--- src/rtl/hyperplane_distance_sort_assert.svh ---
// assertion macros for the hyperplane distance sort block
`ifndef HYPERPLANE_DISTANCE_SORT_ASSERT_SVH
`define HYPERPLANE_DISTANCE_SORT_ASSERT_SVH
`ifndef SYNTHESIS
`define HDS_ASSERT_IMPL(label, clk, rst_n, ante, cons, msg) \
  label: assert property (@(posedge clk) disable iff (!rst_n) (ante) |-> (cons)) \
    else $error(msg);
`define HDS_ASSERT_NEXT(label, clk, rst_n, ante, cons, msg) \
  label: assert property (@(posedge clk) disable iff (!rst_n) (ante) |=> (cons)) \
    else $error(msg);
`else
`define HDS_ASSERT_IMPL(label, clk, rst_n, ante, cons, msg)
`define HDS_ASSERT_NEXT(label, clk, rst_n, ante, cons, msg)
`endif
`endif

--- src/rtl/hds_pkg.sv ---
// shared constants and a saturation helper for the hyperplane distance sort block
`timescale 1ns / 1ps
package hds_pkg;
  localparam logic [1:0] ACT_NORMAL = 2'd0;
  localparam logic [1:0] ACT_OFFSET = 2'd1;
  localparam logic [1:0] ACT_POINT  = 2'd2;
  localparam logic [1:0] ACT_NONE   = 2'd3;
  localparam logic [31:0] DIST_SAT    = 32'hFFFF_FFFE;
  localparam logic [31:0] DIST_UNUSED = 32'hFFFF_FFFF;
  localparam int FIELD_LIMIT = 16;

  // saturate a 32-bit signed request value to 16 bits
  function automatic logic signed [15:0] sat16(input logic signed [31:0] v);
    logic signed [15:0] r;
    if (v > 32'sd32767) r = 16'sh7FFF;
    else if (v < -32'sd32768) r = 16'sh8000;
    else r = v[15:0];
    return r;
  endfunction
endpackage

--- src/rtl/hds_mac.sv ---
// shared multiply-accumulate unit with rounding, offset and saturation
`timescale 1ns / 1ps
`include "hyperplane_distance_sort_assert.svh"
module hds_mac (
  input  logic               clk,
  input  logic               rst_n,
  input  logic               clr,
  input  logic               mul_en,
  input  logic signed [15:0] nrm,
  input  logic signed [15:0] pnt,
  input  logic               acc_en,
  input  logic               fin,
  input  logic signed [31:0] offset,
  output logic [31:0]        dist_val
);
  logic signed [31:0] prod_r;
  logic signed [39:0] acc_r, acc_nxt;
  logic               any_r, any_nxt;
  logic               pany_r;
  logic signed [41:0] rnd;
  logic signed [42:0] tot;
  logic        [42:0] mag;

  // multiply stage then accumulate stage
  always_ff @(posedge clk) begin
    if (!rst_n) begin
      any_r  <= 1'b0;
      pany_r <= 1'b0;
    end else begin
      if (mul_en) pany_r <= (nrm != 16'sd0);
      any_r <= any_nxt;
    end
    if (mul_en) prod_r <= nrm * pnt;
    acc_r <= acc_nxt;
  end

  always_comb begin
    acc_nxt = acc_r;
    any_nxt = any_r;
    if (clr) begin
      acc_nxt = '0;
      any_nxt = 1'b0;
    end else if (acc_en) begin
      acc_nxt = acc_r + 40'(prod_r);
      any_nxt = any_r | pany_r;
    end
  end

  // round to q16.16 (floor after adding half), add offset, magnitude, saturate
  always_comb begin
    rnd  = (42'(acc_r) + 42'sd32) >>> 6;
    tot  = 43'(rnd) + 43'(offset);
    mag  = tot[42] ? 43'(-tot) : 43'(tot);
    if (!any_r) dist_val = hds_pkg::DIST_UNUSED;
    else if (mag > 43'(hds_pkg::DIST_SAT)) dist_val = hds_pkg::DIST_SAT;
    else dist_val = mag[31:0];
  end

  `HDS_ASSERT_NEXT(a_clr_acc, clk, rst_n, clr, acc_r == 40'sd0, "clear did not zero acc")
  `HDS_ASSERT_NEXT(a_clr_any, clk, rst_n, clr, !any_r, "clear did not drop any flag")
  `HDS_ASSERT_IMPL(a_unused, clk, rst_n, fin && !any_r, dist_val == hds_pkg::DIST_UNUSED,
    "zero normal not marked")
endmodule

--- config.mk ---
export PLATFORM = sky130hd
export DESIGN_NAME = hds_mac
export DESIGN_NICKNAME = d
export VERILOG_FILES = /design/src/rtl/hds_pkg.sv /design/src/rtl/hds_mac.sv
export VERILOG_INCLUDE_DIRS = /design/src /design/src/rtl
export SDC_FILE = /design/constraint.sdc
export NUM_CORES = 1
export LEC_CHECK = 0
export ABC_AREA = 0
export BUFFER_PORTS_ARGS = -buffer_cell sky130_fd_sc_hd__buf_2
export CORE_ASPECT_RATIO = 1.1
export CORE_MARGIN = 3
export CORE_UTILIZATION = 60
export CTS_CLUSTER_SIZE = 30
export DETAILED_ROUTE_END_ITERATION = 6
export PLACE_DENSITY = 0.85
export SLEW_MARGIN = 20
export SYNTH_ARGS = -nofsm -noshare
export SYNTH_HDL_FRONTEND = slang
export SYNTH_SLANG_ARGS = --single-unit
export TNS_END_PERCENT = 100
--- constraint.sdc ---
create_clock -name clk -period 13 [get_ports clk]
set_input_delay 0.65 -clock clk [delete_from_list [all_inputs] [get_ports clk]]
set_output_delay 0.65 -clock clk [all_outputs]
set_load 0.02 [all_outputs]
; ---- Yosys cells after proc, flatten, opt, wreduce, memory -nomap -nowiden
; Cells that the tools add are included.
[totals]
n_memories = 0
output_inout_bits = 32
regBits = 74
elab_cells = 17
mem_bits_rw = 0
rom_bits = 0
latch_bits = 0
[op_classes]
n_mul = 1
reduce_logical = 2
eq_ne = 0
shift = 0
addsub = 4
n_div = 0
bitwise_logic = 2
magnitude_cmp = 1
mux = 3
[op_table]
columns = operator, count
row1 = $mux 32, 2
row2 = $gt 43x32->1 const B, 1
row3 = $mux 43, 1
row4 = $neg 36->43, 1
row5 = $add 40x7->41 const B, 1
row6 = $add 40x32->40, 1
row7 = $add 35x32->36, 1
row8 = $mul 16x16->32, 1
row9 = $reduce_bool 16->1, 1
row10 = $reduce_or 2->1, 1
row11 = $not 1->1, 1
row12 = $or 1x1->1, 1

; ---- Depth between registers and ports, before layout
; Gate-level depths: netlist of run 1.
[depth]
word_depth = 7
ltp_mapped = 26
mapped_depth_nobuf = 25

; ---- Worst setup path before layout of run 1
; OpenSTA, ideal clock, no wires.
[synth_path]
path_kind = input to register
startpoint = in pnt[6]
endpoint = reg prod_r[30], data pin
slack_ns = 6.154
required_ns = 12.742
cell_stages = 24
arrival_time_ns = 6.588
path_cell_list = clkbuf_1 > nand2_1 > fa_1 > inv_1 > fa_1 > inv_1 > fa_1 > fa_1 > inv_1 > fa_1 > fa_1 > ha_1 > nand3_1 > nor4b_1 > nor3b_1 > a221o_1 > o22ai_1 > and4_1 > o31ai_1 > a21oi_1 > o311a_1 > nand4_1 > a31o_2 > xnor2_1
[synth_between]
elab_chain_len = 1
[synth_lines]
columns = item, line
row1 = start: declaration, hds_mac.sv:10  ; input logic signed [15:0] pnt,
row2 = $mul 16x16->32, hds_mac.sv:33  ; if (mul_en) prod_r <= nrm * pnt;
row3 = end signal: assignment, hds_mac.sv:33
row4 = end: declaration, hds_mac.sv:16  ; logic signed [31:0] prod_r;
; Every way passes these cells.
; A chain may end at the register's enable or synchronous reset.

; ---- Final worst setup path of run 1
[layout_path]
startpoint = reg acc_r[5]
endpoint = out dist_val[1]
[layout_between]
elab_chain_len = 7
[layout_lines]
columns = item, line
row1 = start: declaration, hds_mac.sv:17  ; logic signed [39:0] acc_r, acc_nxt;
row2 = start signal: assignment, hds_mac.sv:34  ; acc_r <= acc_nxt;
row3 = $add 40x7->41 *, hds_mac.sv:51  ; rnd = (42'(acc_r) + 42'sd32) >>> 6;
row4 = $add 35x32->36 *, hds_mac.sv:52  ; tot = 43'(rnd) + 43'(offset);
row5 = $neg 36->43, hds_mac.sv:53  ; mag = tot[42] ? 43'(-tot) : 43'(tot);
row6 = $mux 43 *, hds_mac.sv:53
row7 = $gt 43x32->1, hds_mac.sv:55  ; else if (mag > 43'(hds_pkg::DIST_SAT)) dist_val = hds_pkg::DIST_SAT;
row8 = $mux 32 *, hds_mac.sv:55
row9 = $mux 32 *, hds_mac.sv:54  ; if (!any_r) dist_val = hds_pkg::DIST_UNUSED;
row10 = end: declaration, hds_mac.sv:14  ; output logic [31:0] dist_val
; Mark *: on every way between the ends. The rest lies on a longest branch, timed or not.

==> results_dict.tcl, run 1 <==
set metrics [dict create \
    min_period_over_period_pct 58.7 \
    ant_nets 0 \
    avgSynthCellArea_um2 8.50 \
    worst_pin_slew_ps 967 \
    io_buffers 100 \
    post-route-util_pct 65.1 \
    synth_cell_types 89 \
    synthToLayoutAreaGrowth_pct 5.78 \
    wl_mm 41.8 \
    status "finished, final reports clean" \
    avgViaCountPerCell 5.86 \
    grt_pass1_wl_mm 72.4 \
    period_minus_slack_ps 7630 \
    grt_pass1_vias 15900 \
    synth_edf_count 32 \
    path_class "reg -> out" \
    min_path_type "reg -> reg" \
    cts_tree "built" \
    setup_viol 0 \
    syn_inst 2158 \
    clk_path_buf_depth 2 \
    grt_overflow 0 \
    first_iter_violations 1039 \
    die_w_um 173 \
    hold_buffers 0 \
    slew_violations 0 \
    worstPathMaxFanout 31 \
    drc 0 \
    skew_ps 5.49 \
    crit_required_ps 12350 \
    drt-pass1-iter-count 5 \
    syn-num-nets 2650 \
    clkSinkCount 74 \
    final.setup.tns_ps 0 \
    antenna_found_initial 0 \
    ys_seq_area_share_pct 9.82 \
    cp-end-kind "output port" \
    fin_nets 2696 \
    via_count 15300 \
    clk_pin_slew_ps 60 \
    rsz0062_at_grt "false" \
    synth.cell_area_mm2 0.0183 \
    fp.coreArea_mm2 0.0298 \
    row_count 66 \
    dieArea_mm2 0.0327 \
    cts-root-buf "clkbuf_16" \
    clock_latency_ps 330 \
    postSynth.asyncResetShare_pct 0 \
    hold_violations 0 \
    dp_hpwl_mm 34.4 \
    place_congestion 0.919 \
    grt_max_degree 54 \
    insertedDiodeCount 0 \
    cp.arrival_ps 6980 \
    numCtsBuffers 9 \
    gr-usage-all-layers_pct 26.1 \
    cts_resized 0 \
    drv_cap 0 \
    synth.yosys.warnings 0 \
    slew_headroom_pct 35.4 \
    fmax_mhz 131 \
    fill_cells 2396 \
    start_kind "register" \
    die_h_um 189 \
    ys_seq_elements 74 \
    drive_gt1_share_pct 7.24 \
    synth_top_flop_cell "dfxtp_1" \
    htreeDepth 3 \
    post_cts_buffers 0 \
    ios 102 \
    initial_utilization_pct 61.5 \
    post_drt_wl_per_cell_um 16.0 \
]
-- per-layer routing --
metal,vias up,share of wire (%),global-route usage [%]
met5,-,0,0
met4,0,2.9,8.86
met3,104,7.2,2.99
met2,601,48,46.2
met1,7376,42,33.4
li1,7244,-,-
-- placed cells by master (no fill, tap or decap), drive strengths merged, types with 11 or more instances in the layout --
master,count
a211oi,18
a21o,51
a21oi,92
a31oi,19
and2,120
and3,23
buf,104
dfxtp,42
edfxtp,32
fa,264
ha,158
inv,322
mux2i,32
nand2,259
nand2b,31
nand3,50
nand4,21
nor2,116
nor2b,18
nor3,26
nor4,12
o211ai,11
o21a,17
o21ai,62
xnor2,100
xor2,48
-- synthesized netlist by cell type (9+ instances only) --
| library cell | n | area, um^2 |
|---|---|---|
| inv_1 | 321 | 1200 |
| xnor2_1 | 99 | 867 |
| and4_1 | 10 | 87.6 |
| edfxtp_1 | 32 | 961 |
| o21ai_0 | 55 | 275 |
| nor3_1 | 25 | 125 |
| nand4_1 | 20 | 125 |
| nand2b_1 | 31 | 194 |
| mux2i_1 | 32 | 320 |
| a31oi_1 | 18 | 113 |
| fa_1 | 264 | 5290 |
| a21oi_1 | 90 | 450 |
| ha_1 | 158 | 1980 |
| nand2_1 | 259 | 972 |
| xor2_1 | 48 | 420 |
| nor4_1 | 9 | 56.3 |
| nand3_1 | 50 | 250 |
| dfxtp_1 | 42 | 841 |
| nor2_1 | 116 | 435 |
| a211oi_1 | 16 | 120 |
| clkbuf_1 | 57 | 214 |
| and2_1 | 118 | 738 |
| o21bai_1 | 9 | 67.6 |
| o211ai_1 | 10 | 75.1 |
| o31ai_1 | 10 | 75.1 |
| a21o_1 | 51 | 383 |
| o21a_1 | 17 | 128 |
| nor2b_1 | 18 | 113 |
| and3_1 | 21 | 131 |
-- worst max-delay path: stages (launching register included) --
cell	delay (ps)
dfxtp_1	400
ha_1	210
nand3_1	120
nor2_1	190
and3_1	260
and3_1	280
and2_1	260
nand4_1	140
xnor2_1	160
ha_1	410
a21o_1	200
a21oi_1	250
o22ai_1	140
or4_1	530
a222oi_1	510
a21boi_2	410
nand4_1	210
nor4b_2	330
mux2i_1	110
mux2_2	320
nor3b_4	820
o211ai_1	170
buf_2	210
-- state kept, by name (all words and copies together) (netlist names) --
| register | count |
|---|---|
| acc_r | 40 |
| prod_r | 32 |
| any_r | 1 |
| pany_r | 1 |
-- final cells by class --
class                      count  area, um^2  area share [%]
tap                          408         510            2.63
multi-input combinational   1694       15100            77.6
timing repair buffer         104         531            2.73
sequential                    74        1800            9.28
clock buffer                   9         225            1.16
inverter                     321        1200            6.21
clock inverter                 7        78.8           0.406
-- cells by family (layout without fill, tap and decap cells) --
group	Yosys count	in the layout	share of synthesized area (%)
AOI/OAI and AO/OA	356	356	13.1
xor gates and xnor gates	148	148	7.11
buffers and inverters	390	441	8.14
muxes	38	38	2.11
DFF	74	74	9.82
adders and majority gates	422	422	39.6
and+or+nand+nor	730	730	20.1
-- worst paths after layout --
kind                          from                endpoint  slack (ps)  cells after the start
max          acc_r[5]$_SDFFE_PP0P_             dist_val[1]        5370                     22
min          acc_r[2]$_SDFFE_PP0P_   acc_r[2]$_SDFFE_PP0P_         500                      2
max reg2reg    prod_r[1]$_DFFE_PP_  acc_r[39]$_SDFFE_PP0P_        8790                     14
min reg2reg  acc_r[2]$_SDFFE_PP0P_   acc_r[2]$_SDFFE_PP0P_         500                      2
-- stage by stage --
step | setup slack (ps) | instances | cell area, um^2 | hold slack, ps
after floorplan | 6150 | 2158 | 18300 | 465
after CTS | 5330 | 2617 | 19400 | 502
after global routing | 4760 | 2617 | 19400 | 517
final | 5370 | 2617 | 19400 | 504
after detailed placement | 5480 | 2601 | 19100 | 491
after global placement | 5620 | 2601 | 19100 | 480
Power of run 1 is left out: the tool's default activity adds up to more than one toggle a clock period on the data nets, which glitch-free logic cannot reach.
==> inputs of run 2 (changes only) <==
clock period = 7.5 ns   (was 13 ns; I/O delays follow)
==> results_dict.tcl, run 2 (synthesis gave the netlist of run 1 again) <==
set metrics [dict create \
    status "finished, final reports clean" \
    fp.coreArea_mm2 0.0298 \
    rrSetupSlack_ps 3200 \
    cts_resized 0 \
    ios 102 \
    rsz0062_at_grt "false" \
    dr_wl_met3_mm 3.13 \
    row_count 66 \
    reg2reg_to "acc_r[39]$_SDFFE_PP0P_" \
    clk_pin_slew_ps 60 \
    m1WireLength_mm 17.6 \
    via_count 15200 \
    min_period_over_period_pct 92.9 \
    path_class "reg -> out" \
    cts_tree "built" \
    grt_pass1_wl_mm 71.8 \
    post_cts_buffers 0 \
    start_kind "register" \
    skew_ps 7.26 \
    ant_nets 0 \
    reg.largest.list "acc_r: 40 flops, prod_r: 32 flops" \
    holdPathStages 3 \
    post_drt_wl_per_cell_um 16.1 \
    layout_common_cells "inv_1, fa_1, nand2_1" \
    io_buffers 100 \
    worstPathMaxFanout 31 \
    dp_hpwl_mm 35.2 \
    rr_worst_depth 14 \
    fin_nets 2705 \
    critPathSlowestCell "or4_1" \
    wl_met2_mm 20.6 \
    max_stage_delay_ps 530 \
    period_minus_slack_ps 6970 \
    htreeDepth 3 \
    hold-path-endpoint "pany_r$_SDFFE_PN0P_" \
    wl_mm 42.2 \
    place_congestion 0.919 \
    drc 0 \
    gr-usage-all-layers_pct 25.9 \
    drive_gt1_share_pct 7.62 \
    slew_headroom_pct 31.4 \
    min_from "rst_n" \
    fmax_mhz 144 \
    crit_required_ps 7120 \
    setup_viol 0 \
    hold_violations 0 \
    dieArea_mm2 0.0327 \
    slew_violations 0 \
    avgViaCountPerCell 5.79 \
    worst_pin_slew_ps 1030 \
    grt_pass1_vias 15500 \
    final_common_cell "inv_1" \
    grt_max_degree 54 \
    fill_cells 2404 \
    synthToLayoutAreaGrowth_pct 6.09 \
    cp_num_buf_inv 2 \
    min_path_type "in -> reg" \
    regMostFlops "acc_r" \
    cp.arrival_ps 6590 \
    worstReg2RegStart "prod_r[1]$_DFFE_PP_" \
    drv_cap 0 \
    clk_path_buf_depth 2 \
    grt_overflow 0 \
    top_layer_used "met4" \
    final.setup.tns_ps 0 \
    hold_buffers 0 \
    largest_register_ff_count 40 \
    cp-end-kind "output port" \
    numCtsBuffers 9 \
    die_w_um 173 \
    die_h_um 189 \
    critical_path.cell_chain "ha_1 > nand3_1 > nor2_1 > and3_1 > and3_1 > and2_1 > nand4_1 > xnor2_1 > ha_1 > a21o_1 > a21oi_1 > o22ai_1 > or4_1 > a222oi_1 > a21boi_2 > nand4_1 > nor4b_2 > mux2i_1 > mux2_2 > nor3b_4 > buf_4 > o211ai_1 > buf_2" \
    clock_latency_ps 340 \
    initial_utilization_pct 61.5 \
    path_delay_family "simple AND/OR/NAND/NOR gates" \
    first_iter_violations 1103 \
    cts-root-buf "clkbuf_16" \
    clkSinkCount 74 \
    drt-pass1-iter-count 5 \
    antenna_found_initial 0 \
]
run 2: area by class of cell:
cell class	instances	area (um^2)	share of cell area, %
antenna	1	2.50	0.0129
clock buffer	9	225	1.16
clock inverter	7	66.3	0.341
inverter	321	1200	6.19
multi-input combinational	1694	15100	77.3
sequential	74	1800	9.26
tap	408	510	2.62
timing repair buffer	113	598	3.07
run 2: per-layer routing:
layer,vias to the layer above,GRT usage (%)
met1,7308,33.5
met4,0,6.58
li1,7254,-
met5,-,0
met3,67,3.35
met2,575,46.3
run 2: metrics by stage:
stage | cells | utilization [%] | setup WS (ps) | cell area, um^2 | hold slack (ps)
after global routing | 2626 | 65.3 | 127 | 19500 | 330
after CTS | 2626 | 65.3 | 536 | 19500 | 314
after floorplan | 2158 | - | 929 | 18300 | 464
after global placement | 2610 | 64.3 | 510 | 19200 | 480
final | 2627 | 65.3 | 531 | 19500 | 316
after detailed placement | 2610 | 64.3 | 424 | 19200 | 490
run 2: worst reg2reg max path, cell delays in order (launching register included):
cell and delay (ps):
edfxtp_1 400, ha_1 310, a21o_1 160, a21oi_1 220, o21ai_0 140, o311a_1 330, o211ai_1 370, o31ai_1 200
a41oi_1 450, a31oi_1 280, a221oi_1 540, o221ai_1 190, mux2_2 300, o21ai_0 130, nor3b_1 200
run 2: how the worst max path moves through the flow:
stage / startpoint / to / slack [ps] / cells past startpoint
detailed placement: pnt[6] / prod_r[30]$_DFFE_PP_ / 420 / 24
floorplan: pnt[6] / prod_r[30]$_DFFE_PP_ / 930 / 24
CTS: acc_r[5]$_SDFFE_PP0P_ / dist_val[1] / 540 / 23
finish: acc_r[5]$_SDFFE_PP0P_ / dist_val[1] / 530 / 23
global route: acc_r[5]$_SDFFE_PP0P_ / dist_val[1] / 130 / 23
global placement: pnt[6] / prod_r[30]$_DFFE_PP_ / 510 / 24
Power of run 2 is left out for the same reason.
